$ cat config.mk
export PLATFORM = sky130hd
export DESIGN_NAME = optical_uart_receiver_flat
export DESIGN_NICKNAME = d
export VERILOG_FILES = /design/src/sv/ourx_pkg.sv /design/src/sv/ourx_sample_if.sv /design/src/sv/ourx_byte_if.sv /design/src/sv/ourx_cfg_if.sv /design/src/sv/ourx_frame.sv /design/src/sv/optical_uart_receiver.sv /design/src/flat_wrapper.sv
export SDC_FILE = /design/constraint.sdc
export NUM_CORES = 1
export LEC_CHECK = 0
export BUFFER_PORTS_ARGS = -buffer_cell sky130_fd_sc_hd__buf_2
export CORE_ASPECT_RATIO = 1.2
export CORE_UTILIZATION = 53
export DETAILED_ROUTE_END_ITERATION = 6
export HOLD_SLACK_MARGIN = 0.06
export PLACE_DENSITY = 0.73
export SYNTH_ARGS = -nofsm -noshare
export SYNTH_HDL_FRONTEND = slang
export SYNTH_SLANG_ARGS = --single-unit
$ cat constraint.sdc
create_clock -name clk -period 3.9 [get_ports clk]
set_input_delay 0.195 -clock clk [delete_from_list [all_inputs] [get_ports clk]]
set_output_delay 0.195 -clock clk [all_outputs]
set_load 0.02 [all_outputs]
$ cat src/sv/ourx_pkg.sv
`timescale 1ns / 1ps

package ourx_pkg;

    localparam int THRESHOLD_BITS = 12;
    localparam int TICK_BITS      = 16;
    localparam int BYTE_BITS      = 8;
    localparam int BIT_INDEX_BITS = 3;
    localparam int CFG_INDEX_BITS = 1;

    localparam logic [THRESHOLD_BITS-1:0] THRESHOLD_RESET = 12'd1100;
    localparam logic [TICK_BITS-1:0]      BIT_TICKS_RESET = 16'd3333;
    localparam logic [BIT_INDEX_BITS-1:0] LAST_BIT        = 3'd7;

    typedef enum logic [CFG_INDEX_BITS-1:0] {
        CFG_THRESHOLD = 1'b0,
        CFG_BIT_TICKS = 1'b1
    } cfg_index_t;

    typedef enum logic [1:0] {
        PH_IDLE    = 2'd0,
        PH_CONFIRM = 2'd1,
        PH_DATA    = 2'd2,
        PH_STOP    = 2'd3
    } phase_t;

    typedef struct packed {
        logic valid;
        logic advance;
        logic high;
    } step_t;

    typedef struct packed {
        logic                 emit;
        logic [BYTE_BITS-1:0] data_byte;
    } result_t;

endpackage

$ cat src/sv/ourx_sample_if.sv
`timescale 1ns / 1ps

interface ourx_sample_if #(
    parameter int SAMPLE_BITS = 12
);
    logic                   valid;
    logic                   ready;
    logic [SAMPLE_BITS-1:0] sample;

    modport source (output valid, output sample, input ready);
    modport sink (input valid, input sample, output ready);
endinterface

$ cat src/sv/ourx_byte_if.sv
`timescale 1ns / 1ps

interface ourx_byte_if;
    logic       valid;
    logic       ready;
    logic [7:0] data_byte;

    modport source (output valid, output data_byte, input ready);
    modport sink (input valid, input data_byte, output ready);
endinterface

$ cat src/sv/ourx_cfg_if.sv
`timescale 1ns / 1ps

interface ourx_cfg_if;
    logic        valid;
    logic        ready;
    logic [0:0]  index;
    logic [15:0] wdata;

    modport source (output valid, output index, output wdata, input ready);
    modport sink (input valid, input index, input wdata, output ready);
endinterface

$ cat src/sv/ourx_frame.sv
`timescale 1ns / 1ps

module ourx_frame (
    input  logic              clk,
    input  logic              rst_n,
    input  ourx_pkg::step_t   step,
    input  logic [15:0]       bit_ticks,
    output ourx_pkg::result_t result
);
    import ourx_pkg::*;

    phase_t                    phase_reg, phase_next;
    logic [TICK_BITS-1:0]      tick_reg, tick_next;
    logic [BIT_INDEX_BITS-1:0] bit_index_reg, bit_index_next;
    logic [BYTE_BITS-1:0]      shift_reg, shift_next;

    logic [TICK_BITS-1:0] limit;
    logic [TICK_BITS:0]   tick_inc;
    logic                 done;

    always_comb
    begin
        if (phase_reg == PH_CONFIRM)
        begin
            limit = {1'b0, bit_ticks[TICK_BITS-1:1]};
        end
        else
        begin
            limit = bit_ticks;
        end
        tick_inc = {1'b0, tick_reg} + {{TICK_BITS{1'b0}}, 1'b1};
        done     = tick_inc >= {1'b0, limit};
    end

    // next state
    always_comb
    begin
        phase_next     = phase_reg;
        tick_next      = tick_reg;
        bit_index_next = bit_index_reg;
        shift_next     = shift_reg;
        if (step.advance)
        begin
            if (phase_reg != PH_IDLE)
            begin
                tick_next = done ? '0 : tick_inc[TICK_BITS-1:0];
            end
            case (phase_reg)
                PH_IDLE:
                begin
                    if (!step.high)
                    begin
                        phase_next = PH_CONFIRM;
                        tick_next  = '0;
                    end
                end
                PH_CONFIRM:
                begin
                    if (done)
                    begin
                        if (step.high)
                        begin
                            phase_next = PH_IDLE;
                        end
                        else
                        begin
                            phase_next     = PH_DATA;
                            bit_index_next = '0;
                            shift_next     = '0;
                        end
                    end
                end
                PH_DATA:
                begin
                    if (done)
                    begin
                        if (step.high)
                        begin
                            shift_next[bit_index_reg] = 1'b1;
                        end
                        if (bit_index_reg == LAST_BIT)
                        begin
                            phase_next     = PH_STOP;
                            bit_index_next = '0;
                        end
                        else
                        begin
                            bit_index_next = bit_index_reg + 3'd1;
                        end
                    end
                end
                PH_STOP:
                begin
                    if (done)
                    begin
                        phase_next = PH_IDLE;
                    end
                end
                default:
                begin
                    phase_next = PH_IDLE;
                end
            endcase
        end
    end

    // outputs
    always_comb
    begin
        result.emit      = step.valid && (phase_reg == PH_STOP) && done;
        result.data_byte = shift_reg;
    end

    always_ff @(posedge clk or negedge rst_n)
    begin
        if (!rst_n)
        begin
            phase_reg     <= PH_IDLE;
            tick_reg      <= '0;
            bit_index_reg <= '0;
            shift_reg     <= '0;
        end
        else
        begin
            phase_reg     <= phase_next;
            tick_reg      <= tick_next;
            bit_index_reg <= bit_index_next;
            shift_reg     <= shift_next;
        end
    end

    a_emit_needs_item: assert property (@(posedge clk) disable iff (!rst_n)
        result.emit |-> step.valid)
        else $error("byte emitted without a sample in the stage");

    a_hold_without_step: assert property (@(posedge clk) disable iff (!rst_n)
        !step.advance |=> $stable(phase_reg) && $stable(tick_reg) && $stable(shift_reg))
        else $error("frame state moved without a step");

    a_data_restart: assert property (@(posedge clk) disable iff (!rst_n)
        (phase_reg == PH_CONFIRM) && (phase_next == PH_DATA)
        |=> (bit_index_reg == '0) && (shift_reg == '0))
        else $error("data phase entered with stale bits");
endmodule

$ cat src/sv/optical_uart_receiver.sv
`timescale 1ns / 1ps

// channel   dir  payload                      transfer when
// samples   in   sample [SAMPLE_BITS-1:0]     samples.valid && samples.ready
// bytes     out  data_byte [7:0]              bytes.valid && bytes.ready
// cfg       in   index [0:0], wdata [15:0]    cfg.valid && cfg.ready
//
// one sample per cycle sustained unless a due byte meets a stalled output; a sample is
// registered, then stepped through the frame counter and bit shifter, with a byte
// landing in the output register as the stop wait ends
// reset clears the frame state and loads threshold 1100, bit_ticks 3333
// a stalled output only blocks the sample stage when a byte is due to emit
// cfg is always ready

module optical_uart_receiver #(
    parameter int SAMPLE_BITS = 12
) (
    input  logic          clk,
    input  logic          rst_n,
    ourx_sample_if.sink   samples,
    ourx_byte_if.source   bytes,
    ourx_cfg_if.sink      cfg
);
    import ourx_pkg::*;

    localparam int CMP_BITS = (SAMPLE_BITS > THRESHOLD_BITS) ? SAMPLE_BITS : THRESHOLD_BITS;

    logic [THRESHOLD_BITS-1:0] threshold_reg;
    logic [TICK_BITS-1:0]      bit_ticks_reg;

    logic                   s1_valid_reg, s1_valid_next;
    logic [SAMPLE_BITS-1:0] s1_sample_reg;
    logic                   out_valid_reg, out_valid_next;
    logic [BYTE_BITS-1:0]   out_byte_reg;

    step_t   step;
    result_t result;
    logic    s1_advance;
    logic    in_xfer;

    assign cfg.ready = 1'b1;

    always_ff @(posedge clk or negedge rst_n)
    begin
        if (!rst_n)
        begin
            threshold_reg <= THRESHOLD_RESET;
            bit_ticks_reg <= BIT_TICKS_RESET;
        end
        else if (cfg.valid)
        begin
            case (cfg_index_t'(cfg.index))
                CFG_THRESHOLD: threshold_reg <= cfg.wdata[THRESHOLD_BITS-1:0];
                CFG_BIT_TICKS: bit_ticks_reg <= cfg.wdata;
                default:       threshold_reg <= threshold_reg;
            endcase
        end
    end

    always_comb
    begin
        step.valid   = s1_valid_reg;
        step.high    = CMP_BITS'(s1_sample_reg) > CMP_BITS'(threshold_reg);
        s1_advance   = s1_valid_reg && !(result.emit && out_valid_reg && !bytes.ready);
        step.advance = s1_advance;
    end

    assign samples.ready = !s1_valid_reg || s1_advance;
    assign in_xfer       = samples.valid && samples.ready;

    ourx_frame u_frame (
        .clk       (clk),
        .rst_n     (rst_n),
        .step      (step),
        .bit_ticks (bit_ticks_reg),
        .result    (result)
    );

    always_comb
    begin
        s1_valid_next = in_xfer ? 1'b1 : (s1_advance ? 1'b0 : s1_valid_reg);
        if (result.emit && s1_advance)
        begin
            out_valid_next = 1'b1;
        end
        else if (bytes.ready)
        begin
            out_valid_next = 1'b0;
        end
        else
        begin
            out_valid_next = out_valid_reg;
        end
    end

    always_ff @(posedge clk or negedge rst_n)
    begin
        if (!rst_n)
        begin
            s1_valid_reg  <= 1'b0;
            out_valid_reg <= 1'b0;
        end
        else
        begin
            s1_valid_reg  <= s1_valid_next;
            out_valid_reg <= out_valid_next;
        end
    end

    always_ff @(posedge clk)
    begin
        if (in_xfer)
        begin
            s1_sample_reg <= samples.sample;
        end
        if (result.emit && s1_advance)
        begin
            out_byte_reg <= result.data_byte;
        end
    end

    assign bytes.valid     = out_valid_reg;
    assign bytes.data_byte = out_byte_reg;

    a_stage_holds: assert property (@(posedge clk) disable iff (!rst_n)
        s1_valid_reg && !s1_advance |=> s1_valid_reg && $stable(s1_sample_reg))
        else $error("sample stage lost its item under stall");

    a_emit_lands: assert property (@(posedge clk) disable iff (!rst_n)
        result.emit && s1_advance |=> out_valid_reg)
        else $error("emitted byte did not reach the output register");

    a_accept_fills: assert property (@(posedge clk) disable iff (!rst_n)
        in_xfer |=> s1_valid_reg)
        else $error("accepted sample not in the stage");

    a_no_overwrite: assert property (@(posedge clk) disable iff (!rst_n)
        out_valid_reg && !bytes.ready |-> !(result.emit && s1_advance))
        else $error("pending byte overwritten");
endmodule

$ cat src/flat_wrapper.sv
// flat-port wrapper written by rule: the top's interface ports become plain ports
module optical_uart_receiver_flat import ourx_pkg::*;
#(
    parameter int SAMPLE_BITS = 12
)
  (clk, rst_n, samples_valid, samples_sample, samples_ready, bytes_valid, bytes_data_byte, bytes_ready, cfg_valid, cfg_index, cfg_wdata, cfg_ready);
  ourx_sample_if #(.SAMPLE_BITS(SAMPLE_BITS)) samples_i ();
  ourx_byte_if bytes_i ();
  ourx_cfg_if cfg_i ();
  input  logic clk;
  input  logic rst_n;
  input wire logic [$bits(samples_i.valid)-1:0] samples_valid;
  input wire logic [$bits(samples_i.sample)-1:0] samples_sample;
  output wire logic [$bits(samples_i.ready)-1:0] samples_ready;
  output wire logic [$bits(bytes_i.valid)-1:0] bytes_valid;
  output wire logic [$bits(bytes_i.data_byte)-1:0] bytes_data_byte;
  input wire logic [$bits(bytes_i.ready)-1:0] bytes_ready;
  input wire logic [$bits(cfg_i.valid)-1:0] cfg_valid;
  input wire logic [$bits(cfg_i.index)-1:0] cfg_index;
  input wire logic [$bits(cfg_i.wdata)-1:0] cfg_wdata;
  output wire logic [$bits(cfg_i.ready)-1:0] cfg_ready;
  assign samples_i.valid = samples_valid;
  assign samples_i.sample = samples_sample;
  assign samples_ready = samples_i.ready;
  assign bytes_valid = bytes_i.valid;
  assign bytes_data_byte = bytes_i.data_byte;
  assign bytes_i.ready = bytes_ready;
  assign cfg_i.valid = cfg_valid;
  assign cfg_i.index = cfg_index;
  assign cfg_i.wdata = cfg_wdata;
  assign cfg_ready = cfg_i.ready;
  optical_uart_receiver #(.SAMPLE_BITS(SAMPLE_BITS)) u_core (.clk(clk), .rst_n(rst_n), .samples(samples_i), .bytes(bytes_i), .cfg(cfg_i));
endmodule
After elaboration in Yosys (flattened, before gate mapping):

Cells that the tools add are included.
W data, S select, Z words.

* add/subtract/negate cells: 2
* muxes and demuxes: 28
* $lt $le $gt $ge: 4
* equality and inequality tests: 11
* bitwise logic cells: 2
* reductions and logical operators: 22

Operators with widths (count)
* $mux W16: 5
* $mux W8: 4
* $add A16 B1 Y17 const B: 1
* $ge A17 B16 Y1: 1
* $pmux W8 S2: 1
* $ne A2 B2 Y1 const B: 7
* $gt A12 B12 Y1: 1
* $mux W2: 6
* $mux W3: 4
* $reduce_and A6 Y1: 2
* $logic_and A1 B1 Y1: 8
* $or A8 B8 Y8: 1
* $pmux W2 S4: 1
* $reduce_bool A2 Y1: 4
* $pmux W3 S2: 1
* $mux W1: 5
* $reduce_and A5 Y1: 1
* $eq A2 B2 Y1 const B: 2
* $lt A3 B4 Y1 const B: 1
* $reduce_and A2 Y1: 2
* $add A3 B1 Y3 const B: 1
* $demux W1 S3: 1
* $eq A3 B3 Y1 const B: 1
* $ge A3 B1 Y1 const B: 1
* 5 further kinds: 7

* input port bits: 34
* register bits: 79
* output and inout port bits: 11
* word-level logic and storage cells: 79

Logic depth before layout (Yosys ltp):

Gate-level depths: netlist of the first run.

* depth in word-level cells: 11
* gate-level depth with buffers: 16

Cells and area by module:

Synthesis of the first run repeated with hierarchy kept, for this count alone.

* cell total of the unflattened synthesis: 375
* area total of the unflattened synthesis: 4250.3 um2

By module, submodules not included
* ourx_frame: seq. area each 725.7 um2, cells each 229, times used 1, area each 2164.6 um2
* optical_uart_receiver: seq. area each 1362.6 um2, cells each 146, times used 1, area each 2085.8 um2

Least setup slack after synthesis of the first run:

OpenSTA, ideal clock, no wires.

* kind: flip-flop to flip-flop
* start: register (tool-made name)
* end: register u_core.out_byte_reg[0] (netlist: u_core.bytes.data_byte[0]), enable pin
* path slack: 166 ps
* data arrival time: 3351 ps
* cell stages (with the launch flop): 12
* clock period less this slack: 3734 ps
* setup time: 383 ps
* cell sequence: dfrtp_1 nand2b_1 clkbuf_1 clkbuf_1 mux2i_1 ha_1 nand3_1 nor4_1 nor3_1 o211a_1 a21bo_2 nor3_1

RTL lines
* end signal: assignment: line optical_uart_receiver.sv:118 `out_byte_reg <= result.data_byte;`
* end: declaration: line optical_uart_receiver.sv:34 `logic [BYTE_BITS-1:0] out_byte_reg;`

Worst setup path in the final report of the first run:

* start: register u_core.u_frame.tick_reg[0]
* end: output samples_ready

* word-level cells in the longest chain between the ends: 8

RTL lines
* start: declaration: line ourx_frame.sv:13 `logic [TICK_BITS-1:0] tick_reg, tick_next;`
* start signal: assignment: line ourx_frame.sv:126 `tick_reg <= tick_next;`
* $add A16 B1 Y17: line ourx_frame.sv:31 `tick_inc = {1'b0, tick_reg} + {{TICK_BITS{1'b0}}, 1'b1};`
* $ge A17 B16 Y1: line ourx_frame.sv:32 `done = tick_inc >= {1'b0, limit};`
* $logic_and A1 B1 Y1: line ourx_frame.sv:110 `result.emit = step.valid && (phase_reg == PH_STOP) && done;`
* $logic_and A1 B1 Y1 (2 in a row): line optical_uart_receiver.sv:64 `s1_advance = s1_valid_reg && !(result.emit && out_valid_reg && !bytes.ready);`
* $logic_not A1 Y1: line optical_uart_receiver.sv:64
* $logic_and A1 B1 Y1: line optical_uart_receiver.sv:64
* $logic_or A1 B1 Y1: line optical_uart_receiver.sv:68 `assign samples.ready = !s1_valid_reg || s1_advance;`
* end: declaration: line flat_wrapper.sv:14 `output wire logic [$bits(samples_i.ready)-1:0] samples_ready;`

No other way between the ends.

==> results of run 1 <==
-- final cells by class --
| cell class | instances | area [um2] | share of cell area [%] |
|---|---|---|---|
| well taps | 92 | 115 | 2.37 |
| flip-flops and latches | 79 | 2090 | 43.0 |
| repair buffers | 67 | 440 | 9.06 |
| clock buffers | 10 | 138 | 2.83 |
| clock inverters | 6 | 51.3 | 1.06 |
| inverters | 20 | 75.1 | 1.54 |
| multi-input cells | 259 | 1950 | 40.2 |
-- worst max-delay path by stage --
stage,from,to,depth (start not counted)
after floorplan,register,u_core.bytes.data_byte[0],11
after global placement,u_core.u_frame.tick_reg[0],u_core.u_frame.tick_reg[9],13
after CTS,u_core.u_frame.tick_reg[0],samples_ready,13
final,u_core.u_frame.tick_reg[0],samples_ready,13
after detailed placement,u_core.u_frame.tick_reg[0],u_core.u_frame.tick_reg[4],13
after global routing,u_core.u_frame.tick_reg[0],u_core.u_frame.tick_reg[4],13
-- cells in the final DEF, fill, tap and decap left out, drive strengths merged, types with 8 or more instances in the layout --
master and instances:
nor3 8, mux2 19, ha 31, dfrtp 50
buf 49, a21oi 10, clkbuf 10, nand2 31
dlygate4sd3 18, dfstp 9, nor2 26, inv 22
nand3 11, o21ai 23, a22o 9, edfxtp 20
mux2i 15
-- per-layer routing --
layer | share of wire, % | routed length, um | GRT usage, % | up-vias
li1 | - | - | - | 1470
met3 | 2.9 | 239 | 4.07 | 16
met2 | 50 | 4120 | 36.1 | 49
met1 | 45 | 3640 | 26.5 | 1405
met4 | 2.0 | 164 | 7.82 | 0
met5 | 0 | 0 | 0 | -
-- report_power, final --
group	internal (W)	total [W]	switching (W)
combinational	0.000227	0.000485	0.000258
sequential	0.000930	0.000992	0.0000617
clock	0.000256	0.000587	0.000331
total	0.00141	0.00206	0.000650
-- stage by stage --
stage / total power (W) / utilization (%) / std cells / hold WS (ns) / area, um2
2_1_floorplan: 0.00135 / - / 371 / -0.101 / 4200
3_3_place_gp: 0.00145 / 58.5 / 499 / 0.371 / 4480
3_5_place_dp: 0.00147 / 58.5 / 499 / 0.373 / 4480
4_1_cts: 0.00207 / 63.2 / 532 / 0.0617 / 4840
5_1_grt: 0.00217 / 63.4 / 533 / 0.0670 / 4860
6_report: 0.00206 / 63.4 / 533 / 0.0658 / 4860
-- synth_stat cells (2+ instances only) --
cell      count  share of area (%)
a41oi_1       4               0.83
nor2b_1       4               0.60
dfrtp_1      50                 30
nor4_1        2               0.30
clkbuf_1      6               0.54
o21ai_0      23                2.7
o21bai_1      2               0.36
a211oi_1      2               0.36
mux2i_1      15                3.6
or2_1         3               0.45
or2_2         3               0.45
nand3_1      10                1.2
dfstp_2       9                5.6
a211o_2       3               0.71
a21oi_1       9                1.1
a22o_1        9                1.9
nand2b_1      7                1.0
inv_1        20                1.8
xor2_1        4               0.83
buf_6         4                1.1
a31oi_1       4               0.60
xnor2_1       7                1.5
ha_1         31                9.2
nand2_1      31                2.8
nor2_1       24                2.1
nand4_1       6               0.89
and4_1        2               0.42
a21o_1        4               0.71
edfxtp_1     20                 14
nor3_1        8               0.95
mux2_2       19                5.1
-- logic make-up (layout without fill, tap and decap cells) --
group                      Yosys count  count (layout)
DFF                                 79              79
other                                1               1
buffers and inverters               33             103
xor gates and xnor gates            11              11
adders and majority gates           31              31
and+or+nand+nor                    110             110
AOI/OAI and AO/OA                   72              72
muxes                               34              34
-- repair_timing --
item                                   CTS  global route
endpoints found under the hold margin   66             1
setup endpoints to repair                0            14
hold buffers                            17             1
resized for setup                        0             3
==> flow_metrics.py, run 1 <==
metrics = {
    "power": {
        "p_leak_nw": 2.17,
        "vdd_drop_max_mv": 0.278,
        "cellPowerDensity_nw_per_um2": 425,
    },
    "timing": {
        "setup_slack_ns": 0.300,
        "drv_slew": 0,
        "worst_pin_slew_ns": 0.755,
        "slew_headroom_pct": 49.6,
        "final_hold_viol_count": 0,
        "setup_viol_count_final": 0,
        "rsz0062_at_grt": "no",
        "min_period_over_period_pct": 92.3,
        "fin_crit_ns": 3.60,
        "fmax_mhz": 278,
        "fin_tns_setup_ns": 0,
        "fin_skew_ns": 0.0104,
    },
    "critical_path": {
        "crit_required_ns": 3.70,
        "r2r_cells": 13,
        "crit_buf_inv": 1,
        "endpoint_kind": "primary output",
        "start_kind": "register",
        "cp_common_cell": "ha_1",
        "cp_cell_sequence": "ha_1, nand3_2, or2_1, and2b_1, xor2_1, ha_1, nand4_1, nor4_2, nor3_1, o211a_1, a21boi_2, nand2_1, buf_2",
        "arrival_ns": 3.40,
        "crit_path_max_incr_delay_ns": 0.43,
        "r2r_end": "u_core.u_frame.tick_reg[4]",
        "worstSetupPathType": "reg -> out",
        "slowest_stage": "dfrtp_1",
        "rr_startpoint": "u_core.u_frame.tick_reg[0]",
        "crit_family": "simple AND/OR/NAND/NOR gates",
        "critical_path.max_fanout": 6,
        "r2r_slack_ns": 0.32,
    },
    "clock_network": {
        "cts-root-buf": "clkbuf_8",
        "clk_path_buf_depth": 2,
        "clkLatencyLatePin_ns": 0.36,
        "cts_tree": "yes",
        "cts_made_buffers": 9,
        "postCtsSetupRepairBufs": 0,
        "clkTransAtPathRegs_ns": 0.09,
        "clock-sinks": 79,
        "htreeDepth": 3,
    },
    "detailed_routing": {
        "drt_wl_total_mm": 8.16,
        "via_count": 2940,
        "wl_per_cell_um": 15.3,
        "drtIter0Drc": 180,
        "drc": 0,
        "first_pass_iters": 4,
        "drt-vias-per-instance": 5.52,
        "drtAntennaViolNets": 0,
    },
    "synthesis": {
        "yosys_most_used_dff": "dfrtp_1",
        "synth-xor-area-share_pct": 2.29,
        "netlist_area_um2": 4200,
        "ys_ff_latch": 79,
        "synth-simple-area-share_pct": 13.2,
        "yosysSeqAreaShare_pct": 49.7,
        "synth_nets": 436,
        "synth_top_family_by_area": "simple AND/OR/NAND/NOR gates",
        "synth_enable_flop_cells": 20,
        "synth-warning-count": 0,
        "yosys-mux-area-fraction_pct": 8.66,
        "synth_adder_area_share_pct": 9.23,
        "synth_compound_area_share_pct": 12.8,
        "avgSynthCellArea_um2": 11.3,
        "syn_inst": 371,
        "async_flop_share_pct": 74.7,
        "synth_cell_type_count": 57,
    },
    "floorplanning": {
        "coreArea_um2": 7660,
        "start_util_pct": 54.9,
        "die_h_um": 99.6,
        "row_count": 35,
        "io_pins": 45,
        "fp.dieW_um": 83.3,
        "dieArea_um2": 8290,
    },
    "finish": {
        "antenna_cells": 0,
        "fill_cells": 582,
        "synthToLayoutAreaGrowth_pct": 15.6,
        "drive_above_1_share_pct": 25.9,
        "nets": 501,
    },
    "global_route": {
        "antenna_found_initial": 0,
        "grt_pass1_vias": 2886,
        "grt_overflow": 0,
        "grt_max_degree": 60,
        "track_usage_pct": 21.0,
        "grt_pass1_wl_mm": 13.5,
    },
    "status": {
        "outcome": "completed",
    },
    "placed_design": {
        "port_buffers": 43,
        "pre_cts_ws_ns": 0.309,
        "hpwl_mm": 5.84,
        "gp_congestion": 0.873,
    },
    "worst_hold_path": {
        "min_to": "u_core.s1_valid_reg",
        "hp-start": "samples_valid",
        "hold_path_class": "in -> reg",
        "holdPathStages": 2,
    },
    "flow_run": {
        "max_cap_violations": 0,
    },
}
No activity file was read; power rests on OpenSTA's default activity.
==> run 2, diff against run 1 <==
--- a/config.mk
+++ b/config.mk
@@ -6,11 +6,13 @@
 export NUM_CORES = 1
 export LEC_CHECK = 0
 export BUFFER_PORTS_ARGS = -buffer_cell sky130_fd_sc_hd__buf_2
-export CORE_ASPECT_RATIO = 1.2
+export CORE_ASPECT_RATIO = 1.5
 export CORE_UTILIZATION = 53
+export CTS_CLUSTER_DIAMETER = 150
 export DETAILED_ROUTE_END_ITERATION = 6
 export HOLD_SLACK_MARGIN = 0.06
 export PLACE_DENSITY = 0.73
+export REMOVE_ABC_BUFFERS = 1
 export SYNTH_ARGS = -nofsm -noshare
 export SYNTH_HDL_FRONTEND = slang
 export SYNTH_SLANG_ARGS = --single-unit
==> flow_metrics.py, run 2 (synthesis gave the netlist of run 1 again) <==
metrics = {
    "clock_network": {
        "cts_made_buffers": 9,
        "clkTransAtPathRegs_ns": 0.06,
        "clock-sinks": 79,
        "clk_path_buf_depth": 2,
        "cts-root-buf": "clkbuf_16",
        "clkLatencyLatePin_ns": 0.34,
        "postCtsSetupRepairBufs": 0,
        "htreeDepth": 3,
        "cts_tree": "yes",
    },
    "timing": {
        "fmax_mhz": 278,
        "worst_pin_slew_ns": 0.760,
        "slew_headroom_pct": 49.4,
        "rsz0062_at_grt": "no",
        "setup_viol_count_final": 0,
        "drv_slew": 0,
        "min_period_over_period_pct": 92.2,
        "fin_crit_ns": 3.60,
        "final_hold_viol_count": 0,
        "fin_skew_ns": 0.00977,
        "fin_tns_setup_ns": 0,
    },
    "placed_design": {
        "hpwl_mm": 5.99,
        "gp_congestion": 0.867,
        "dp.cells": 509,
        "postPlaceCellArea_um2": 4500,
        "port_buffers": 43,
    },
    "finish": {
        "synthToLayoutAreaGrowth_pct": 16.9,
        "antenna_cells": 0,
        "drive_above_1_share_pct": 25.2,
        "fin_util_pct": 64.1,
        "fin_cells": 538,
        "final_cell_mix": "dfrtp_1, buf_2, nand2_1, ha_1, nor2_1",
        "nets": 496,
        "final_common_cell": "dfrtp_1",
        "finish.instance_area_um2": 4910,
    },
    "floorplanning": {
        "start_util_pct": 54.9,
        "dieArea_um2": 8300,
        "coreArea_um2": 7660,
        "io_pins": 45,
        "row_count": 39,
        "fp.dieW_um": 74.7,
        "die_h_um": 111,
    },
    "critical_path": {
        "worstSetupPathType": "reg -> reg",
        "arrival_ns": 3.64,
        "crit_path_max_incr_delay_ns": 0.41,
        "crit_required_ns": 3.94,
        "start_kind": "register",
        "critical_path.max_fanout": 7,
        "slowest_stage": "dfrtp_1",
        "cp_cell_sequence": "ha_1, nand3_2, or2_1, and2b_1, xor2_1, ha_1, nand4_1, nor4_1, nor3_1, o211a_1, a21bo_2, nor3_2, buf_4",
        "cp_common_cell": "ha_1",
        "endpoint_kind": "register",
    },
    "detailed_routing": {
        "drc": 0,
        "wl_per_cell_um": 15.4,
        "drt_wl_total_mm": 8.31,
        "drt-vias-per-instance": 5.49,
        "via_count": 2954,
        "drtIter0Drc": 98,
        "first_pass_iters": 4,
        "drtAntennaViolNets": 0,
    },
    "power": {
        "cellPowerDensity_nw_per_um2": 462,
        "power_frac_clock_pct": 35.5,
        "p_int_w": 0.00164,
        "netSwitchingFraction_pct": 27.8,
        "p_leak_nw": 2.20,
        "p_switching_w": 0.000632,
        "combPwrFrac_pct": 20.8,
        "finalPower_w": 0.00227,
        "vdd_drop_max_mv": 0.306,
        "seqPwrFrac_pct": 43.7,
    },
    "global_route": {
        "grtUsageMet1_pct": 27.3,
        "track_usage_pct": 22.5,
        "met2_usage_pct": 37.7,
        "busiest_layer": "met2",
        "antenna_found_initial": 0,
        "grt_max_degree": 60,
        "use_met3_pct": 4.55,
        "grt_pass1_vias": 3060,
        "grt_overflow": 0,
        "grt_pass1_wl_mm": 14.0,
    },
    "worst_hold_path": {
        "hold_path_class": "in -> reg",
    },
    "flow_run": {
        "max_cap_violations": 0,
    },
    "status": {
        "outcome": "completed",
    },
}
-- run 2: power groups by stage --
stage	Clock [W]	Sequential, W	Combinational, W
after global placement	0	0.00100	0.000449
final	0.000806	0.000993	0.000473
after CTS	0.000818	0.000993	0.000478
after detailed placement	0	0.00101	0.000465
after global routing	0.000855	0.00100	0.000537
after floorplan	0	0.000990	0.000342
-- run 2: worst max-delay path, delay by kind of cell (launching register included) --
| kind | cells | cell delay, ns |
|---|---|---|
| and+or+nand+nor | 7 | 1.51 |
| AOI/OAI and AO/OA | 2 | 0.58 |
| adders and majority gates | 2 | 0.40 |
| xor gates and xnor gates | 1 | 0.20 |
| buffers and inverters | 1 | 0.20 |
| DFF | 1 | 0.41 |
-- run 2: repair_timing --
action                     in CTS  in global routing
hold endpoints to repair       27                  0
hold buffers                   13                  0
gates resized for setup         0                  2
setup endpoints to repair       0                  9
-- run 2: through the flow --
stage	hold slack (ns)	setup WS, ns
after floorplan	-0.101	0.260
after global placement	0.373	0.323
after detailed placement	0.373	0.264
after CTS	0.0799	0.227
after global routing	0.0822	0.000871
final	0.0793	0.302
-- run 2: cell type report --
cell class | count | area (um2)
Tap cell | 102 | 128
Timing Repair Buffer | 62 | 390
Sequential cell | 79 | 2090
Fill cell | 625 | 2750
Multi-Input combinational cell | 259 | 1950
Clock buffer | 11 | 233
Clock inverter | 5 | 48.8
Inverter | 20 | 75.1
-- run 2: worst paths after layout --
check | cells past startpoint | startpoint | end | slack, ns
setup reg to reg | 13 | u_core.u_frame.tick_reg[0] | u_core.bytes.data_byte[6] | 0.30
setup / recovery | 13 | u_core.u_frame.tick_reg[0] | u_core.bytes.data_byte[6] | 0.30
hold reg to reg | 0 | u_core.u_frame.shift_reg[4] | u_core.bytes.data_byte[4] | 0.45
hold / removal | 2 | samples_valid | u_core.s1_valid_reg | 0.08
max in group asynchronous | 3 | rst_n | u_core.bit_ticks_reg[3] | 2.85
min in group asynchronous | 3 | rst_n | u_core.u_frame.tick_reg[14] | 0.55
-- run 2: routing by layer --
layer  part of all wire [%]  up-vias
li1                       -     1455
met1                     42     1439
met2                     53       45
met3                    2.7       15
met4                    2.7        0
met5                      0        -
